File: config.mk
export PLATFORM = sky130hd
export DESIGN_NAME = bb3_divide
export DESIGN_NICKNAME = d
export VERILOG_FILES = /design/src/rtl/bb3_pkg.sv /design/src/rtl/bb3_divide.sv
export SDC_FILE = /design/constraint.sdc
export NUM_CORES = 1
export LEC_CHECK = 0
export BUFFER_PORTS_ARGS = -buffer_cell sky130_fd_sc_hd__buf_2
export CAP_MARGIN = 0
export CORE_ASPECT_RATIO = 0.5
export CORE_UTILIZATION = 30
export CTS_BUF_LIST = sky130_fd_sc_hd__clkbuf_4 sky130_fd_sc_hd__clkbuf_8
export DETAILED_ROUTE_END_ITERATION = 8
export GPL_ROUTABILITY_DRIVEN = 0
export HOLD_SLACK_MARGIN = 0.08
export PLACE_DENSITY = 0.52
export SLEW_MARGIN = 20
export SYNTH_ARGS = -nofsm -noshare
export SYNTH_HDL_FRONTEND = slang
export SYNTH_SLANG_ARGS = --single-unit
export TNS_END_PERCENT = 30
File: constraint.sdc
create_clock -name clk -period 1.2 [get_ports clk]
set_clock_uncertainty 0.2 [all_clocks]
set_input_delay 0.18 -clock clk [delete_from_list [all_inputs] [get_ports clk]]
set_output_delay 0.18 -clock clk [all_outputs]
set_load 0.01 [all_outputs]
File: src/rtl/bb3_pkg.sv
// bb3_pkg: shared constants, types and the reciprocal table for the 3x3 RGB box blur.
// No dependencies; used by every file of the block except the pixel channel interfaces.
package bb3_pkg;

    localparam int MAX_WIDTH  = 1024;
    localparam int MAX_HEIGHT = 4096;

    // configuration register fields
    localparam int FW_FIELD_W = 11;
    localparam int FH_FIELD_W = 13;
    localparam int CFG_IDX_W  = 2;
    localparam int CFG_DATA_W = (FW_FIELD_W > FH_FIELD_W) ? FW_FIELD_W : FH_FIELD_W;

    localparam logic [CFG_IDX_W-1:0] REG_FRAME_WIDTH  = CFG_IDX_W'(0);
    localparam logic [CFG_IDX_W-1:0] REG_FRAME_HEIGHT = CFG_IDX_W'(1);

    // counter and dimension widths
    localparam int COL_W    = $clog2(MAX_WIDTH);
    localparam int WIDTH_W  = $clog2(MAX_WIDTH + 1);
    localparam int HEIGHT_W = $clog2(MAX_HEIGHT + 1);
    localparam int OROW_W   = $clog2(MAX_HEIGHT);
    localparam int ROW_W    = $clog2(MAX_HEIGHT + 2);

    localparam int RESET_WIDTH  = (MAX_WIDTH < 1024) ? MAX_WIDTH : 1024;
    localparam int RESET_HEIGHT = 1;

    // arithmetic widths
    localparam int SUM_W       = $clog2(9 * 255 + 1);
    localparam int NUM_W       = SUM_W + 1;
    localparam int CNT_W       = 4;
    localparam int RECIP_SHIFT = NUM_W + 5;
    localparam int RECIP_W     = RECIP_SHIFT;
    localparam int PROD_W      = NUM_W + RECIP_W;

    // ceil(2^K / (2*count)): exact floor division of numerators below 2^NUM_W
    localparam int RECIP_1 = (2 ** RECIP_SHIFT + 2 - 1) / 2;
    localparam int RECIP_2 = (2 ** RECIP_SHIFT + 4 - 1) / 4;
    localparam int RECIP_3 = (2 ** RECIP_SHIFT + 6 - 1) / 6;
    localparam int RECIP_4 = (2 ** RECIP_SHIFT + 8 - 1) / 8;
    localparam int RECIP_6 = (2 ** RECIP_SHIFT + 12 - 1) / 12;
    localparam int RECIP_9 = (2 ** RECIP_SHIFT + 18 - 1) / 18;

    typedef struct packed {
        logic [7:0] red;
        logic [7:0] green;
        logic [7:0] blue;
    } pixel_t;

    // index 0 = upper row, 1 = middle row, 2 = lower row
    typedef pixel_t [2:0] column_t;

    typedef struct packed {
        pixel_t upper;
        pixel_t middle;
    } line_t;

    typedef struct packed {
        logic             valid;
        logic [COL_W-1:0] col;
        pixel_t           pix;
        logic             emit;
        logic             top;
        logic             bot;
        logic             lft;
        logic             rgt;
        logic             last;
    } s1_t;

    typedef struct packed {
        logic             valid;
        logic [NUM_W-1:0] num_r;
        logic [NUM_W-1:0] num_g;
        logic [NUM_W-1:0] num_b;
        logic [CNT_W-1:0] count;
        logic             last;
    } s2_t;

    function automatic logic [RECIP_W-1:0] recip(logic [CNT_W-1:0] count);
        logic [RECIP_W-1:0] m;
        case (count)
            CNT_W'(1): m = RECIP_W'(RECIP_1);
            CNT_W'(2): m = RECIP_W'(RECIP_2);
            CNT_W'(3): m = RECIP_W'(RECIP_3);
            CNT_W'(4): m = RECIP_W'(RECIP_4);
            CNT_W'(6): m = RECIP_W'(RECIP_6);
            CNT_W'(9): m = RECIP_W'(RECIP_9);
            default:   m = '0;
        endcase
        return m;
    endfunction

endpackage

File: src/rtl/bb3_divide.sv
// bb3_divide: divide stage and output register. Divides each rounding numerator by
// 2*count with a reciprocal multiply. Depends on bb3_pkg.
module bb3_divide (
    input  logic           clk,
    input  logic           rst_n,
    input  logic           en,
    input  bb3_pkg::s2_t   s2,
    output logic           out_valid,
    output bb3_pkg::pixel_t out_pix,
    output logic           out_last
);

    localparam int K = bb3_pkg::RECIP_SHIFT;

    logic [bb3_pkg::RECIP_W-1:0] m;
    logic [bb3_pkg::PROD_W-1:0]  prod_r;
    logic [bb3_pkg::PROD_W-1:0]  prod_g;
    logic [bb3_pkg::PROD_W-1:0]  prod_b;
    logic                        out_valid_reg;
    bb3_pkg::pixel_t             out_pix_reg;
    logic                        out_last_reg;

    assign m      = bb3_pkg::recip(s2.count);
    assign prod_r = bb3_pkg::PROD_W'(s2.num_r) * bb3_pkg::PROD_W'(m);
    assign prod_g = bb3_pkg::PROD_W'(s2.num_g) * bb3_pkg::PROD_W'(m);
    assign prod_b = bb3_pkg::PROD_W'(s2.num_b) * bb3_pkg::PROD_W'(m);

    always_ff @(posedge clk or negedge rst_n)
    begin
        if (!rst_n)
        begin
            out_valid_reg <= 1'b0;
        end
        else if (en)
        begin
            out_valid_reg <= s2.valid;
        end
    end

    always_ff @(posedge clk)
    begin
        if (en)
        begin
            out_pix_reg.red   <= prod_r[K+7:K];
            out_pix_reg.green <= prod_g[K+7:K];
            out_pix_reg.blue  <= prod_b[K+7:K];
            out_last_reg      <= s2.last;
        end
    end

    assign out_valid = out_valid_reg;
    assign out_pix   = out_pix_reg;
    assign out_last  = out_last_reg;

    a_count_legal: assert property (@(posedge clk) disable iff (!rst_n)
        s2.valid |-> (s2.count == 4'd1 || s2.count == 4'd2 || s2.count == 4'd3 ||
                      s2.count == 4'd4 || s2.count == 4'd6 || s2.count == 4'd9))
        else $error("neighbourhood count outside the reciprocal table");

endmodule

==> flow_summary_export.csv <==
group,metric,value,unit
sta,period_minus_slack,5720,ps
synth,syn_nets,2448,
synth,synth_top_cells_by_count,"640 x inv_1, 447 x fa_1, 156 x ha_1",
global_routing,antenna_found_initial,1,
clock_tree,clock_latency,340,ps
pwr,p_total,11.5,mW
synth,synth_cells,1797,
sta,setup_viol,50,
sta,hold_viol_final,0,
synth,synth_top_area_share,52.0,%
global_routing,grt_first_pass_wirelength,77600,microns
cells_and_area,fin_area,22900,sq um
synth,synth_seq_cells,26,
detailed_routing,ant_nets,0,
synth,synthArstFlopShare,3.85,%
clock_tree,h-tree-depth,1,
floorplanning,die_h,171,microns
run_status,status,"complete, but fails checks",
clock_tree,cts_buffers,3,
pwr,leakage,12.8,nW
hold_path,hold_class,"in -> reg",
cells_and_area,layout.nets,2912,
synth,postSynth.topFlopCell,"edfxtp_1",
detailed_routing,drt_wl_total,48100,microns
sta,tns,-105670,ps
floorplanning,start_util,30.7,%
clock_tree,clk_pin_slew_worst_paths,150,ps
cells_and_area,largest_reg_flops,24,
cells_and_area,drive_gt1_share,31.9,%
synth,synth.largest_area_cell,"fa_1",
placed_design,post-dp-hpwl,42900,microns
sta,fmax,175,MHz
global_routing,grt_start_max_net_pins,18,
sta,slew-limit-headroom,67.2,%
floorplanning,num_io_pins,74,
run,cap_violations,0,
pwr,power_density,501,nW/um^2
synth,synth-edff-count,25,
synth,yosysSeqAreaShare,4.51,%
critical_path,crit_required,1090,ps
run_status,violations,"negative setup slack",
synth,synth_area,17200,sq um
floorplanning,die_x,341,microns
synth,ys_warn_count,0,
synth,yosysUniqueCellTypes,65,
detailed_routing,via_per_inst,4.23,
global_routing,overflow,0,
sta,period_share,477,%
critical_path,critPathKind,"in -> reg",
global_routing,grt_usage,17.3,%
detailed_routing,drt_iter0_drc,571,
critical_path,critPathMaxFanout,13,
pwr,peakVddDrop,465,uV
sta,slew_viol_final,0,
sta,setup_slack,-4520,ps
synth,yosys-top-cells-area,"fa_1 52%, inv_1 14%, ha_1 11%",
detailed_routing,vias,12800,
placed_design,port_buffers,73,
placed_design,dpl_worst_slack,-5060,ps
floorplanning,dieArea,58400,sq um
detailed_routing,drc_errors,0,
clock_tree,cts-root-buf,"clkbuf_8",
critical_path,start_kind,"input port",
clock_tree,clock_sink_count,26,
critical_path,cp.arrival,5610,ps
clock_tree,cts.path.max_buffers,2,
global_routing,first_global_vias,14200,
placed_design,place_area,21500,sq um
detailed_routing,drt-pass1-iter-count,5,
sta,grt_setup_unrepaired,"true",
detailed_routing,wire_per_inst,15.9,microns
clock_tree,cts_tree,"done",
floorplanning,num_rows,61,
sta,whs,107,ps
sta,tightestPinTransition,490,ps
synth,yosysMostFrequentCell,"inv_1",
critical_path,endpoint_kind,"flip-flop",
cells_and_area,area_growth,32.9,%
floorplanning,core,56100,sq um
synth,avgSynthCellArea,9.58,sq um
## kinds of logic (layout without fill, tap and decap cells)
group                    after synthesis  in the layout  share of synthesized area, %
adder cells (fa/ha/maj)              603            603                          63.3
XOR/XNOR                              37             37                          1.88
AO/OA/AOI/OAI                        100            100                          4.38
multiplexers                           1              1                        0.0654
AND/OR/NAND/NOR                      360            360                          11.2
buffers and inverters                670           1133                          14.7
other                                  0              2                             0
flip-flops                            26             26                          4.51
## worst max-delay path: stages
cell and delay, ps:
buf_6 120, nor2b_4 130, a31o_4 250, buf_12 140, buf_12 150, and2_4 170, fa_2 560, inv_2 40
fa_1 490, inv_2 50, fa_1 500, fa_1 510, inv_2 40, fa_1 510, inv_2 50, ha_4 210
and4_4 190, a211o_1 310, o2111a_2 270, o31a_1 330, o41ai_2 260, xnor2_1 110
## cell usage in the layout (no fill, tap or decap), drive strengths merged, types with 10 or more instances in the layout
| master | instances |
|---|---|
| inv | 640 |
| buf | 481 |
| fa | 447 |
| ha | 156 |
| and2 | 139 |
| nand2 | 118 |
| nor2 | 28 |
| edfxtp | 25 |
| xnor2 | 24 |
| a21oi | 22 |
| or2 | 20 |
| o21ai | 18 |
| xor2 | 13 |
| o21a | 10 |
| nand2b | 10 |
## repair_timing
action / in CTS / in global routing
pin swaps: 71 / 50
resized for setup: 140 / 90
buffers inserted: 22 / 16
gates cloned: 3 / 2
hold buffers: 5 / 0
setup endpoints to repair: 50 / 54
endpoints found under the hold margin: 6 / 0
## final cells by class
class / instances / area [sq um]
inverter: 640 / 2400
multi-input combinational: 1101 / 14800
tap: 756 / 946
timing repair buffer: 489 / 3910
sequential: 26 / 776
fill: 5536 / 33200
clock buffer: 3 / 41.3
clock inverter: 1 / 30.0
antenna: 2 / 5.00
## stage by stage
| step | utilization (%) | cells |
|---|---|---|
| final | 40.8 | 3018 |
| after global routing | 40.8 | 3017 |
| after CTS | 39.9 | 3000 |
| after detailed placement | 38.3 | 2968 |
| after global placement | 38.3 | 2968 |
| after floorplan | - | 1797 |
## power breakdown
part | total [mW] | internal (mW) | switching (mW)
combinational | 9.19 | 4.38 | 4.81
clock | 0.924 | 0.451 | 0.473
sequential | 1.34 | 1.29 | 0.0508
## worst paths after layout
path	from	end	slack [ps]	depth (start not counted)
max in group asynchronous	rst_n	out_valid	210	3
min reg2reg	out_valid	out_valid	330	1
min	en	out_pix[4]	110	2
max	s2[1]	out_pix[14]	-4520	22
max reg2reg	out_valid	out_valid	250	1
min in group asynchronous	rst_n	out_valid	490	3
## routing by layer
| layer | up-vias | share of wire, % | GRT usage [%] |
|---|---|---|---|
| li1 | 6088 | - | - |
| met1 | 6481 | 47 | 23.8 |
| met2 | 178 | 49 | 30.2 |
| met3 | 28 | 2.6 | 1.17 |
| met4 | 0 | 1.5 | 2.94 |
| met5 | - | 0 | 0 |
(Power assumes the default switching activity.)
