`config.mk`:
```
export PLATFORM = sky130hd
export DESIGN_NAME = bb3_window
export DESIGN_NICKNAME = d
export VERILOG_FILES = /design/src/rtl/bb3_pkg.sv /design/src/rtl/bb3_window.sv
export SDC_FILE = /design/constraint.sdc
export NUM_CORES = 1
export LEC_CHECK = 0
export ABC_AREA = 1
export CAP_MARGIN = 15
export CELL_PAD_IN_SITES_DETAIL_PLACEMENT = 1
export CELL_PAD_IN_SITES_GLOBAL_PLACEMENT = 1
export CORE_UTILIZATION = 24
export DETAILED_ROUTE_END_ITERATION = 16
export DONT_BUFFER_PORTS = 1
export HOLD_SLACK_MARGIN = 0.02
export PLACE_DENSITY = 0.58
export SLEW_MARGIN = 30
export SYNTH_ARGS = -nofsm -noshare
export SYNTH_HDL_FRONTEND = slang
export SYNTH_SLANG_ARGS = --single-unit
```
`constraint.sdc`:
```
create_clock -name clk -period 8.4 [get_ports clk]
set_input_delay 0.42 -clock clk [delete_from_list [all_inputs] [get_ports clk]]
set_output_delay 0.42 -clock clk [all_outputs]
set_load 0.02 [all_outputs]
```
`src/rtl/bb3_pkg.sv`:
```
// bb3_pkg: shared constants, types and the reciprocal table for the 3x3 RGB box blur.
// No dependencies; used by every file of the block except the pixel channel interfaces.
package bb3_pkg;

    localparam int MAX_WIDTH  = 1024;
    localparam int MAX_HEIGHT = 4096;

    // configuration register fields
    localparam int FW_FIELD_W = 11;
    localparam int FH_FIELD_W = 13;
    localparam int CFG_IDX_W  = 2;
    localparam int CFG_DATA_W = (FW_FIELD_W > FH_FIELD_W) ? FW_FIELD_W : FH_FIELD_W;

    localparam logic [CFG_IDX_W-1:0] REG_FRAME_WIDTH  = CFG_IDX_W'(0);
    localparam logic [CFG_IDX_W-1:0] REG_FRAME_HEIGHT = CFG_IDX_W'(1);

    // counter and dimension widths
    localparam int COL_W    = $clog2(MAX_WIDTH);
    localparam int WIDTH_W  = $clog2(MAX_WIDTH + 1);
    localparam int HEIGHT_W = $clog2(MAX_HEIGHT + 1);
    localparam int OROW_W   = $clog2(MAX_HEIGHT);
    localparam int ROW_W    = $clog2(MAX_HEIGHT + 2);

    localparam int RESET_WIDTH  = (MAX_WIDTH < 1024) ? MAX_WIDTH : 1024;
    localparam int RESET_HEIGHT = 1;

    // arithmetic widths
    localparam int SUM_W       = $clog2(9 * 255 + 1);
    localparam int NUM_W       = SUM_W + 1;
    localparam int CNT_W       = 4;
    localparam int RECIP_SHIFT = NUM_W + 5;
    localparam int RECIP_W     = RECIP_SHIFT;
    localparam int PROD_W      = NUM_W + RECIP_W;

    // ceil(2^K / (2*count)): exact floor division of numerators below 2^NUM_W
    localparam int RECIP_1 = (2 ** RECIP_SHIFT + 2 - 1) / 2;
    localparam int RECIP_2 = (2 ** RECIP_SHIFT + 4 - 1) / 4;
    localparam int RECIP_3 = (2 ** RECIP_SHIFT + 6 - 1) / 6;
    localparam int RECIP_4 = (2 ** RECIP_SHIFT + 8 - 1) / 8;
    localparam int RECIP_6 = (2 ** RECIP_SHIFT + 12 - 1) / 12;
    localparam int RECIP_9 = (2 ** RECIP_SHIFT + 18 - 1) / 18;

    typedef struct packed {
        logic [7:0] red;
        logic [7:0] green;
        logic [7:0] blue;
    } pixel_t;

    // index 0 = upper row, 1 = middle row, 2 = lower row
    typedef pixel_t [2:0] column_t;

    typedef struct packed {
        pixel_t upper;
        pixel_t middle;
    } line_t;

    typedef struct packed {
        logic             valid;
        logic [COL_W-1:0] col;
        pixel_t           pix;
        logic             emit;
        logic             top;
        logic             bot;
        logic             lft;
        logic             rgt;
        logic             last;
    } s1_t;

    typedef struct packed {
        logic             valid;
        logic [NUM_W-1:0] num_r;
        logic [NUM_W-1:0] num_g;
        logic [NUM_W-1:0] num_b;
        logic [CNT_W-1:0] count;
        logic             last;
    } s2_t;

    function automatic logic [RECIP_W-1:0] recip(logic [CNT_W-1:0] count);
        logic [RECIP_W-1:0] m;
        case (count)
            CNT_W'(1): m = RECIP_W'(RECIP_1);
            CNT_W'(2): m = RECIP_W'(RECIP_2);
            CNT_W'(3): m = RECIP_W'(RECIP_3);
            CNT_W'(4): m = RECIP_W'(RECIP_4);
            CNT_W'(6): m = RECIP_W'(RECIP_6);
            CNT_W'(9): m = RECIP_W'(RECIP_9);
            default:   m = '0;
        endcase
        return m;
    endfunction

endpackage

```
`src/rtl/bb3_window.sv`:
```
// bb3_window: window stage. Merges line-store data (with write forwarding), updates the
// column window, writes the line stores back and forms the rounding numerators.
// Depends on bb3_pkg.
module bb3_window (
    input  logic                      clk,
    input  logic                      rst_n,
    input  logic                      en,
    input  logic                      rd_en,
    input  logic [bb3_pkg::COL_W-1:0] rd_addr,
    input  bb3_pkg::s1_t              s1,
    input  bb3_pkg::line_t            line_q,
    output logic                      wr_en,
    output logic [bb3_pkg::COL_W-1:0] wr_addr,
    output bb3_pkg::line_t            wr_data,
    output bb3_pkg::s2_t              s2
);

    bb3_pkg::column_t col0_reg;
    bb3_pkg::column_t col1_reg;
    bb3_pkg::column_t col2;
    logic             fwd_valid_reg;
    logic             fwd_valid_next;
    bb3_pkg::line_t   fwd_data_reg;
    bb3_pkg::line_t   line_eff;
    bb3_pkg::s2_t     s2_reg;
    bb3_pkg::s2_t     s2_next;

    logic [bb3_pkg::SUM_W-1:0] sum_r;
    logic [bb3_pkg::SUM_W-1:0] sum_g;
    logic [bb3_pkg::SUM_W-1:0] sum_b;
    logic [1:0]                row_n;
    logic [1:0]                col_n;
    logic [bb3_pkg::CNT_W-1:0] cnt;
    logic [2:0]                kmask;
    logic [2:0]                rmask;
    bb3_pkg::column_t          cols [3];

    assign line_eff = fwd_valid_reg ? fwd_data_reg : line_q;

    always_comb
    begin
        col2[0] = line_eff.upper;
        col2[1] = line_eff.middle;
        col2[2] = s1.pix;
    end

    assign wr_en          = en && s1.valid;
    assign wr_addr        = s1.col;
    assign wr_data.upper  = line_eff.middle;
    assign wr_data.middle = s1.pix;

    // a read issued in the same cycle as a write to that entry gets the new data here
    assign fwd_valid_next = rd_en && s1.valid && (rd_addr == s1.col);

    always_comb
    begin
        cols[0] = col0_reg;
        cols[1] = col1_reg;
        cols[2] = col2;
        kmask   = {s1.rgt, 1'b1, s1.lft};
        rmask   = {s1.bot, 1'b1, s1.top};
        sum_r   = '0;
        sum_g   = '0;
        sum_b   = '0;
        for (int k = 0; k < 3; k++)
        begin
            for (int r = 0; r < 3; r++)
            begin
                if (kmask[k] && rmask[r])
                begin
                    sum_r = sum_r + bb3_pkg::SUM_W'(cols[k][r].red);
                    sum_g = sum_g + bb3_pkg::SUM_W'(cols[k][r].green);
                    sum_b = sum_b + bb3_pkg::SUM_W'(cols[k][r].blue);
                end
            end
        end
        row_n = 2'd1 + {1'b0, s1.top} + {1'b0, s1.bot};
        col_n = 2'd1 + {1'b0, s1.lft} + {1'b0, s1.rgt};
        cnt   = {2'b00, row_n} * {2'b00, col_n};
    end

    always_comb
    begin
        s2_next.valid = s1.valid && s1.emit;
        s2_next.num_r = {sum_r, 1'b0} + bb3_pkg::NUM_W'(cnt);
        s2_next.num_g = {sum_g, 1'b0} + bb3_pkg::NUM_W'(cnt);
        s2_next.num_b = {sum_b, 1'b0} + bb3_pkg::NUM_W'(cnt);
        s2_next.count = cnt;
        s2_next.last  = s1.last;
    end

    always_ff @(posedge clk or negedge rst_n)
    begin
        if (!rst_n)
        begin
            col0_reg      <= '0;
            col1_reg      <= '0;
            fwd_valid_reg <= 1'b0;
            s2_reg        <= '0;
        end
        else if (en)
        begin
            fwd_valid_reg <= fwd_valid_next;
            s2_reg        <= s2_next;
            if (s1.valid)
            begin
                col0_reg <= col1_reg;
                col1_reg <= col2;
            end
        end
    end

    always_ff @(posedge clk)
    begin
        if (en)
        begin
            fwd_data_reg <= wr_data;
        end
    end

    assign s2 = s2_reg;

    // a forward is only pending for an item that sits in this stage
    a_fwd_has_item: assert property (@(posedge clk) disable iff (!rst_n)
        fwd_valid_reg |-> s1.valid)
        else $error("forwarded line data without an item in the window stage");

    a_emit_reaches_divide: assert property (@(posedge clk) disable iff (!rst_n)
        (en && s1.valid && s1.emit) |=> s2_reg.valid)
        else $error("emitting item lost between window and divide stages");

endmodule

```
==> results of run 1 <==
## cell type report
cell class / count / area, µm² / share of cell area (%)
diodes: 2 / 5.00 / 0.0178
clock buffers: 37 / 840 / 2.98
clock inverters: 18 / 249 / 0.885
inverters: 370 / 1390 / 4.95
multi-input cells: 2128 / 14300 / 50.7
flip-flops and latches: 235 / 6120 / 21.8
well taps: 1144 / 1430 / 5.09
repair buffers: 492 / 3850 / 13.7
## worst max-delay path: cells and delay by family, from the launching register on
kind	cells	cell delay, ns
adders and majority gates	8	3.56
and+or+nand+nor	17	1.61
AOI/OAI and AO/OA	8	1.30
buffers and inverters	14	1.26
DFF	1	0.38
## stage by stage
stage / setup TNS [ns] / hold WS [ns] / std cells / power, mW
floorplan: -0.0466 / 0.124 / 2876 / 4.59
detailed placement: -9.66 / 0.150 / 4238 / 6.62
CTS: 0 / 0.0271 / 4369 / 8.55
finish: 0 / 0.0475 / 4426 / 9.48
global placement: -5.91 / 0.150 / 4238 / 6.52
global route: -3.39 / 0.0667 / 4424 / 10.3
## worst max path at each step
| stage | start | end | slack [ns] |
|---|---|---|---|
| final | col0_reg[8] | s2[28] | 0.21 |
| after global routing | col0_reg[9] | s2[30] | -0.38 |
| after CTS | col0_reg[16] | s2[43] | 0.004 |
| after detailed placement | s1[2] | s2[27] | -0.66 |
| after global placement | s1[2] | s2[42] | -0.47 |
| after floorplan | s1[4] | s2[29] | -0.02 |
## power by group through the flow
stage	clock network [mW]	logic (mW)	registers (mW)
2_1_floorplan	0	3.03	1.56
3_3_place_gp	0	4.89	1.63
3_5_place_dp	0	4.98	1.63
4_1_cts	1.51	5.42	1.61
5_1_grt	1.55	7.13	1.65
6_report	1.46	6.40	1.62
## cell families (layout without fill, tap and decap cells)
group / after synthesis / count (layout) / share of synthesized area [%]
AND/OR/NAND/NOR: 1208 / 1208 / 24.7
other: 0 / 2 / 0
multiplexers: 42 / 42 / 2.27
flip-flops: 235 / 235 / 29.4
XOR/XNOR: 110 / 110 / 4.62
AO/OA/AOI/OAI: 534 / 534 / 13.6
adder cells (fa/ha/maj): 234 / 234 / 15.0
buffers and inverters: 513 / 917 / 10.4
## per-layer routing
metal	share of wire [%]	track usage, %	up-vias
li1	-	-	10054
met1	49	24.0	9639
met2	45	27.6	266
met3	4.0	2.46	70
met4	1.9	3.41	2
met5	0.024	0	-
## what timing repair did
item	4_1_cts	5_1_grt
setup buffers	43	55
hold buffers	33	0
gates resized for setup	125	313
hold endpoints to repair	300	0
pin swaps	73	204
setup endpoints to repair	20	24
## placed cells by master, fill, tap and decap left out, drive strengths merged, types with 3 or more instances in the layout
cell         count
nand2          836
buf            461
inv            366
o21ai          305
ha             207
dfrtp          187
nor2           171
a21oi          159
nand3          125
xor2            58
xnor2           52
edfxtp          48
mux2            42
clkbuf          37
dlygate4sd3     31
fa              27
nand4           26
or2             20
a31oi           18
nand3b          17
clkinv          14
o21bai           8
o211ai           7
a21o             7
nor3             7
bufinv           6
o22ai            6
o31ai            5
a211oi           4
and2             4
o21a             3
a22o             3
==> impl_results.md, run 1 <==
* Nets@finish at 3594
* Final setup viols at 0
* CTS tree: yes
* Initial DRT Pass Iterations at 5
* Final Util at around a third
* Post-layout min period at a little over 8 ns
* Initial Utilization at between 20% and 30%
* Max_slew headroom at 35.7%
* Count leader, synth: nand2_1
* Sequential element share of the synthesized area at between 20 and 30%
* Residual DRC at 0
* Flop2flop setup slack at between 0.2 and 0.25 ns
* Core ar. at roughly 86000 µm²
* Iter 0 DRT Violations at roughly 800
* Routability cong. at 0.808
* Wire length per cell at about 17 µm
* CP peak stage delay at 0.57 ns
* Critical-path top delay cell: fa_2
* Library cells used by synthesis at between 50 and 60
* Max-slew violations at 0
* Worst-margin pin slew at roughly 0.96 ns
* Synth top cells by count: 807 x nand2_1, 357 x inv_1, 290 x o21ai_0, 207 x ha_1, 187 x dfrtp_1
* Cell mode on critical path: buf_4
* Layout cell share with drive strength beyond 1 at between 20% and 30%
* Clock latency on the worst-skew pair at slightly above 0.6 ns
* Synth Area per Inst at slightly above 7 µm²
* Hold path startpoint: s1[7]
* YS warnings at 0
* GRT Overall Usage at 17.0%
* Crit path DAT at 8.68 ns
* Top FF cell, synth: dfrtp_1
* Synthesized flop and latch total at 235
* Syn Inst Count at between 2000 and 3000
* Min-Delay Path Class: in -> reg
* Post-synthesis cell area at roughly 21000 µm²
* Final clock skew at between 0.01 and 0.015 ns
* Worst Setup Slack, final at 0.208 ns
* Critical path peak fanout at 3
* Maximum buffer depth of the clock tree at 3
* Reg-to-reg startpoint: col0_reg[8]
* R2r endpoint: s2[28]
* Comb pwr share at between 60 and 70%
* Syn nets at ~3200
* Number of synthesized flops with an enable pin at 48
* Num CTS Buffers at 30
* Hold Path End: col1_reg[49]
* Post-DP HPWL at 55.7 mm
* Final number of hold-violating endpoints at 0
* Leak pwr at between 10 and 15 nW
* Worst IR Drop VDD at ~0.18 mV
* GR Overflow Total at 0
* Total Wirelength at about 76 mm
* Top post-synthesis cells by area: dfrtp_1 22%, nand2_1 15%, ha_1 12%
* First-pass GRT wire length at between 100 and 150 mm
* Pre-CTS setup slack at -0.659 ns
* Post-DP Area at 24300 µm²
* Top cell type's share of synthesized area at ~22%
* Layout area overhead at 35.1%
* Clock share of power at 15.4%
* Total number of vias at 20031
* Pwr dens at roughly 340 nW/µm²
* FFs w/ async S/R, synth at between 70% and 80%
* Max-cap violations at 0
* NetSw at 4.05 mW
* Number of cell rows at roughly 110
* Vias in the first global route at around 20000
* Width of the die at roughly 300 µm
* Die height at ~300 µm
* Yosys top cell by area: dfrtp_1
* Crit path required time at about 8.9 ns
* Worst-case reg-to-reg path depth at between 40 and 50
* Final Instance Area at 28100 µm²
* Initial antenna violation count at 5
* WS Path Type: reg -> reg
* IO Pins at just over 200
* Sequential fraction of design power at between 10% and 20%
* RSZ-0062 raised after global routing: yes
* Final ANT Viol Nets at 0
* CTS Sinks at between 200 and 250
* Port bufs at 0
* Internal Power at around 5.4 mW
* Hold depth at 2
* Largest net degree at the start of global routing at roughly 190
* Switching share of power at 42.7%
* Vias/cell at between 4 and 5
* Fmax at 122 MHz
* CP endpoint kind: flip-flop
* Clock Pin Slew Worst Setup and Hold Paths at around 0.06 ns
* Startpoint types: flip-flop
* Root Buffer: clkbuf_16
* H-tree Lvls at 1
* Fin crit share at a little over nine tenths
* Fillers at slightly above 10000
* Die area at about 88000 µm²
* Status: finished clean
Power figures use the tool's default switching activity.
==> inputs of run 2 (changes only) <==
--- a/config.mk
+++ b/config.mk
@@ -13,7 +13,7 @@
 export DETAILED_ROUTE_END_ITERATION = 16
 export DONT_BUFFER_PORTS = 1
 export HOLD_SLACK_MARGIN = 0.02
-export PLACE_DENSITY = 0.58
+export PLACE_DENSITY = 0.57
 export SLEW_MARGIN = 30
 export SYNTH_ARGS = -nofsm -noshare
 export SYNTH_HDL_FRONTEND = slang
==> constraint.sdc (replaced) <==
create_clock -name clk -period 10 [get_ports clk]
set_input_delay 0.5 -clock clk [delete_from_list [all_inputs] [get_ports clk]]
set_output_delay 0.5 -clock clk [all_outputs]
set_load 0.02 [all_outputs]
==> run 2 against run 1 <==
Clock skew grew 0.014 ns. Core utilization is 5.8 points lower. Setup slack improved by 0.59 ns. Count of clock-buffer cells in the layout is 8 higher. Worst hold slack better by 0.036 ns. Critical path depth shrank 10. Via count fell by 9.7%. Flip-flop and latch count did not move. Largest cell class unchanged. Largest power group unchanged.
==> impl_results.md, run 2 (same netlist as run 1, synthesis figures left out) <==
* Sequential fraction of design power at 23.4% (+6.3 points)
* Startpoint types: flip-flop
* Total number of vias at 18092 (-9.7%)
* Port bufs at 0 (unchanged)
* Met2 WL at 31.4 mm (-9.8%)
* Commonest non-fill, non-tap cell in the layout: nand2_1
* Flop2flop setup slack at 0.80 ns (+0.59 ns)
* Critical-path top delay cell: fa_1
* Switching share of power at 46.5% (+3.8 points)
* Max_slew headroom at 37.5% (+1.7 points)
* Iter 0 DRT Violations at 807 (+1.1%)
* Pre-CTS setup slack at 0.104 ns (+0.764 ns)
* GRT Overall Usage at 16.3% (-0.76 points)
* Final setup viols at 0 (unchanged)
* Max Used Layer: met5
* Vias/cell at 4.54 (+0.21%)
* Setup TNS at 0 ns (unchanged)
* Wire length per cell at 17.9 µm (+3.3%)
* GR Overflow Total at 0 (unchanged)
* Critical path peak fanout at 3 (unchanged)
* Clock share of power at 20.6% (+5.2 points)
* Comb pwr share at 56.1% (-11 points)
* Maximum buffer depth of the clock tree at 3 (unchanged)
* Initial antenna violation count at 5 (unchanged)
* Worst IR Drop VDD at 0.141 mV (-21%)
* Total Wirelength at 71.2 mm (-6.9%)
* Width of the die at 297 µm (unchanged)
* Setup Buffers After CTS at 0 (-100%)
* Clock latency on the worst-skew pair at 0.62 ns (about the same)
* Max-slew violations at 0 (unchanged)
* NetSw at 2.69 mW (-34%)
* Fin crit share at 92.0% (-5.5 points)
* Status: finished clean
* Max-cap violations at 0 (unchanged)
* Largest net degree at the start of global routing at 188 (unchanged)
* Commonest non-fill, non-tap cells in the layout: 806 x nand2_1, 356 x inv_1, 281 x o21ai_0
* Crit path DAT at 9.66 ns (+0.98 ns)
* Final clock skew at 0.0271 ns (+0.0142 ns)
* Pwr dens at 250 nW/µm² (-26%)
* IO Pins at 207 (unchanged)
* Post-layout min period at 9.20 ns (+1.01 ns)
* Nets@finish at 3158 (-12%)
* Worst Setup Slack, final at 0.802 ns (+0.594 ns)
* WS Path Type: reg -> reg
* Crit path required time at 10.47 ns (+1.58 ns)
* Clock Pin Slew Worst Setup and Hold Paths at 0.06 ns (about the same)
* Initial Utilization at 24.4% (unchanged)
* Metal1 wirelength at 35.7 mm (-3.7%)
* Leak pwr at 11.4 nW (-17%)
* RSZ-0062 raised after global routing: yes
* First-pass GRT wire length at 110 mm (-5.2%)
* Internal Power at 3.09 mW (-43%)
* Die area at 88000 µm² (unchanged)
* Core ar. at 85500 µm² (unchanged)
* Post-DP HPWL at 52.8 mm (-5.2%)
* Worst-margin pin slew at 0.928 ns (-0.0360 ns)
* Final ANT Viol Nets at 0 (unchanged)
* Initial DRT Pass Iterations at 5 (unchanged)
* Final number of hold-violating endpoints at 0 (unchanged)
* H-tree Lvls at 1 (unchanged)
* CP peak stage delay at 0.59 ns (+0.02 ns)
* Number of cell rows at 107 (unchanged)
* Routability cong. at 0.792 (-2.0%)
* Cell mode on critical path: fa_1
* Residual DRC at 0 (unchanged)
* Min-Delay Path Class: in -> reg
* Layout area overhead at 11.2%
* CTS Sinks at 235 (unchanged)
* CTS tree: yes
* Fmax at 109 MHz (-11%)
* Ant diodes at 0 (-2)
* Met3 routed WL at 2.93 mm (-5.3%)
* CP endpoint kind: flip-flop
* Layout cell share with drive strength beyond 1 at 7.35% (-21 points)
* Die height at 297 µm (unchanged)
* Vias in the first global route at 18707 (-8.7%)
* Root Buffer: clkbuf_16
* Num CTS Buffers at 30 (unchanged)
## run 2: timing repair
item                                    CTS  global route
resized for setup                         0            11
endpoints found under the setup margin    0             8
hold buffers                             34             0
endpoints found under the hold margin   262             0
## run 2: routing by layer
| layer | global-route usage [%] | vias up |
|---|---|---|
| li1 | - | 9203 |
| met1 | 22.9 | 8605 |
| met2 | 26.1 | 225 |
| met3 | 2.70 | 57 |
| met4 | 3.28 | 2 |
| met5 | 0 | - |
## run 2: worst paths after layout
kind                              start            to  depth (start not counted)
max                         col0_reg[0]        s2[16]                         37
min                                  en        s2[13]                          2
max reg2reg                 col0_reg[0]        s2[16]                         37
min in group asynchronous         rst_n  col0_reg[71]                          2
max in group asynchronous         rst_n        s2[14]                          4
min reg2reg                col0_reg[22]  col0_reg[22]                          2
## run 2: cell type report
type	instances	area, µm²
timing repair buffer	56	586
tap	1144	1430
sequential	235	6120
clock inverter	11	145
clock buffer	45	918
multi-input combinational	2128	12600
fill	10447	62400
inverter	370	1400
## run 2: worst max-delay path, delay by kind of cell, from the launching register on
family	cells	cell delay [ns]
AOI/OAI and AO/OA	8	1.55
xor gates and xnor gates	1	0.16
adders and majority gates	10	4.36
buffers and inverters	8	0.65
DFF	1	0.35
and+or+nand+nor	10	1.95
## run 2: metrics by stage
step / util, % / hold WS, ns / total power, mW / instance area, µm² / instances
finish: 27.1 / 0.0832 / 5.78 / 23200 / 3989
global route: 27.1 / 0.0493 / 6.38 / 23200 / 3989
CTS: 27.0 / 0.0263 / 5.84 / 23100 / 3986
detailed placement: 25.3 / 0.231 / 4.56 / 21700 / 3896
global placement: 25.3 / 0.232 / 4.51 / 21600 / 3896
floorplan: - / 0.204 / 3.84 / 20800 / 2876
## run 2: power by group through the flow
stage | Combinational (mW) | Clock, mW | Sequential (mW)
6_report | 3.24 | 1.19 | 1.35
2_1_floorplan | 2.53 | 0 | 1.31
3_3_place_gp | 3.14 | 0 | 1.37
5_1_grt | 3.75 | 1.25 | 1.37
3_5_place_dp | 3.19 | 0 | 1.37
4_1_cts | 3.26 | 1.23 | 1.36
==> inputs of run 3 (changes only) <==
--- a/config.mk
+++ b/config.mk
@@ -5,7 +5,6 @@
 export SDC_FILE = /design/constraint.sdc
 export NUM_CORES = 1
 export LEC_CHECK = 0
-export ABC_AREA = 1
 export CAP_MARGIN = 15
 export CELL_PAD_IN_SITES_DETAIL_PLACEMENT = 1
 export CELL_PAD_IN_SITES_GLOBAL_PLACEMENT = 1
@@ -13,7 +12,7 @@
 export DETAILED_ROUTE_END_ITERATION = 16
 export DONT_BUFFER_PORTS = 1
 export HOLD_SLACK_MARGIN = 0.02
-export PLACE_DENSITY = 0.57
+export PLACE_DENSITY = 0.56
 export SLEW_MARGIN = 30
 export SYNTH_ARGS = -nofsm -noshare
 export SYNTH_HDL_FRONTEND = slang
==> run 3 against run 2 <==
Flip-flop and latch count is the same. Count of clock-buffer cells in the layout is 4 lower. Design area rose by 3.1%. Non-clock buffer count grew 7. Critical path type unchanged. Largest cell class unchanged.
==> impl_results.md, run 3 <==
* Status: finished clean
* Largest net degree at the start of global routing at 188 (unchanged)
* Post-layout min period at 9.49 ns (+0.295 ns)
* CTS tree: yes
* FFs w/ async S/R, synth at 79.6% (unchanged)
* Min-Delay Path Class: in -> reg
* Post-synthesis compound-gate area fraction at 17.6% (+4.0 points)
* Die height at 300 µm (+1.2%)
* Vias/cell at 4.88 (+7.6%)
* Post-synthesis adder-cell area fraction at 14.8% (-0.25 points)
* Total number of vias at 18072 (-0.11%)
* Layout area overhead at 12.0%
* Synthesized flop and latch total at 235 (unchanged)
* Top FF cell, synth: dfrtp_1
* Post-DP HPWL at 53.6 mm (+1.5%)
* Fin crit share at 94.9% (+2.9 points)
* Number of synthesized flops with an enable pin at 48 (unchanged)
* WP buf/inv at 5 (-3)
* Synth Area per Inst at 8.31 µm² (+15%)
* Max-cap violations at 0 (unchanged)
* Fmax at 105 MHz (-3.1%)
* XOR/XNOR Fraction of Synth Area at 7.29% (+2.7 points)
* Num CTS Buffers at 29 (-3.3%)
* Max-slew violations at 0 (unchanged)
* Clock latency on the worst-skew pair at 0.62 ns (about the same)
* GR Overflow Total at 0 (unchanged)
* Initial antenna violation count at 0 (-5)
* Syn Inst Count at 2569 (-11%)
* Synth Area in Simple Gates at 18.8% (-5.9 points)
* Die area at 90100 µm² (+2.4%)
* Critical path peak fanout at 4 (+1)
* Layout cell share with drive strength beyond 1 at 9.81% (+2.5 points)
* Startpoint types: flip-flop
* Met3 GRT Util at 1.97% (-0.72 points)
* Final number of hold-violating endpoints at 0 (unchanged)
* Final Instance Area at 23900 µm² (+3.1%)
* Non-Filler Instances at 3704 (-7.1%)
* Final Util at 27.1% (about the same)
* Worst IR Drop VDD at 0.132 mV (-6.4%)
* Initial Utilization at 24.2% (-0.17 points)
* Top post-synthesis cells by area: dfrtp_1 22%, ha_1 12%, nand2_1 9.1%
* Commonest non-fill, non-tap cells in the layout: 517 x nand2_1, 200 x ha_1, 194 x nor2_1
* CP endpoint kind: flip-flop
* WS Path Type: reg -> reg
* Pwr dens at 266 nW/µm² (+6.5%)
* Final setup viols at 0 (unchanged)
* Residual DRC at 0 (unchanged)
* Number of cell rows at 109 (+1.9%)
* Commonest non-fill, non-tap cell in the layout: nand2_1
* Post-DP Area at 22200 µm² (+2.4%)
* Post-synthesis cell area at 21300 µm² (+2.4%)
* Top cell type's share of synthesized area at 21.9% (-0.53 points)
* Multiplexer share of the synthesized area at 6.82% (+4.5 points)
* Clock Pin Slew Worst Setup and Hold Paths at 0.06 ns (about the same)
* Final ANT Viol Nets at 0 (unchanged)
* Port bufs at 0 (unchanged)
* Width of the die at 300 µm (+1.2%)
* YS warnings at 0 (unchanged)
* Placed cell count at 3606 (-7.4%)
* Worst-margin pin slew at 0.930 ns (+0.00200 ns)
* Library cells used by synthesis at 82 (+52%)
* IO Pins at 207 (unchanged)
* Total Wirelength at 72.6 mm (+1.9%)
* Met2 GRT Util at 26.9% (+0.76 points)
* CP delay by family, top: adder cells
* Routability cong. at 0.813 (+2.7%)
* Synth top cells by count: 518 x nand2_1, 207 x ha_1, 198 x nor2_1, 187 x dfrtp_1, 159 x o21ai_0
* GRT Overall Usage at 15.8% (-0.46 points)
* Nets@finish at 2854 (-9.6%)
* Top Usage Layer GRT: met2
* Wire length per cell at 19.6 µm (+9.8%)
* Core ar. at 88200 µm² (+3.1%)
* Initial DRT Pass Iterations at 5 (unchanged)
* Worst Setup Slack, final at 0.507 ns (-0.295 ns)
* CTS Sinks at 235 (unchanged)
* Count leader, synth: nand2_1
* CP peak stage delay at 0.59 ns (about the same)
* Largest family of logic cells by synthesized area: simple AND/OR/NAND/NOR gates
* Maximum buffer depth of the clock tree at 3 (unchanged)
* Root Buffer: clkbuf_16
* Ant diodes at 0 (unchanged)
* H-tree Lvls at 1 (unchanged)
* First-pass GRT wire length at 113 mm (+2.1%)
* Yosys top cell by area: dfrtp_1
* Max_slew headroom at 37.2% (-0.29 points)
* Crit path required time at 10.47 ns (about the same)
* Syn nets at 2906 (-9.6%)
* Crit path DAT at 9.96 ns (+0.30 ns)
* Met1 Resource Use GR at 21.4% (-1.5 points)
* Vias in the first global route at 19229 (+2.8%)
* Iter 0 DRT Violations at 820 (+1.6%)
* Sequential element share of the synthesized area at 28.7% (-0.69 points)
* Leak pwr at 10.8 nW (-4.9%)
* Pre-CTS setup slack at -0.107 ns (-0.211 ns)
* Final clock skew at 0.0415 ns (+0.0144 ns)
* Cell mode on critical path: fa_1
* Critical-path top delay cell: fa_1
==> run 3: cell types whose count changed after synthesis, sizes merged, moves of 55 or more <==
cell	change
xnor2	+61
inv	-232
nand2	-318
nand3	-101
o21ai	-144
a21o	+55
==> run 3: worst reg2reg max path, delay by kind of cell (launching register included) <==
family                   cells  cell delay [ns]
XOR/XNOR                     2             0.24
buffers and inverters        5             0.47
AND/OR/NAND/NOR             10             2.06
multiplexers                 2             0.44
adder cells (fa/ha/maj)      9             3.77
flip-flops                   1             0.37
AO/OA/AOI/OAI                8             2.01
==> run 3: timing repair <==
| item | CTS | global route |
|---|---|---|
| setup buffers | 0 | 14 |
| endpoints found under the hold margin | 271 | 0 |
| gates resized for setup | 1 | 66 |
| endpoints found under the setup margin | 1 | 11 |
| hold buffers | 30 | 0 |
| pin swaps | 0 | 17 |
==> run 3: worst paths after layout <==
kind | from | end | slack, ns | cells after the start
max in group asynchronous | rst_n | col0_reg[23] | 8.54 | 3
worst min-delay path | en | s2[13] | 0.07 | 1
worst min register to register | col0_reg[16] | col0_reg[16] | 0.47 | 2
min in group asynchronous | rst_n | s2[13] | 0.51 | 2
worst max-delay path | col0_reg[16] | s2[43] | 0.51 | 36
worst max register to register | col0_reg[16] | s2[43] | 0.51 | 36
==> run 3: through the flow <==
step / setup TNS [ns] / power [mW] / hold WS (ns)
floorplan: 0 / 4.22 / 0.204
global placement: 0 / 4.87 / 0.210
detailed placement: -0.146 / 5.02 / 0.209
CTS: 0 / 6.24 / 0.0215
global route: -0.0588 / 6.91 / 0.0361
finish: 0 / 6.35 / 0.0699
==> run 3: power breakdown <==
group          switching [mW]  leakage, nW  internal (mW)
sequential              0.225         2.79           1.15
clock                   0.461        0.484          0.664
combinational            2.17         7.55           1.69
total                    2.85         10.8           3.50
==> run 3: layout make-up <==
type	instances	area (µm²)
fill	10369	64300
multi-input combinational	2053	14200
sequential	235	6120
tap	1165	1460
clock buffer	41	811
timing repair buffer	63	596
inverter	135	509
clock inverter	12	168
==> run 3: cell families (layout without fill, tap and decap cells) <==
kind of cell               after synthesis  after routing
muxes                                  131            131
and+or+nand+nor                        929            929
adders and majority gates              236            236
DFF                                    235            235
xor gates and xnor gates               171            171
AOI/OAI and AO/OA                      586            586
buffers and inverters                  281            251
==> run 3: metal layers <==
layer  share of wire, %  wire (µm)
met3                3.9       2830
met1                 47      34400
met4                1.8       1280
met5                  0          0
met2                 47      34100
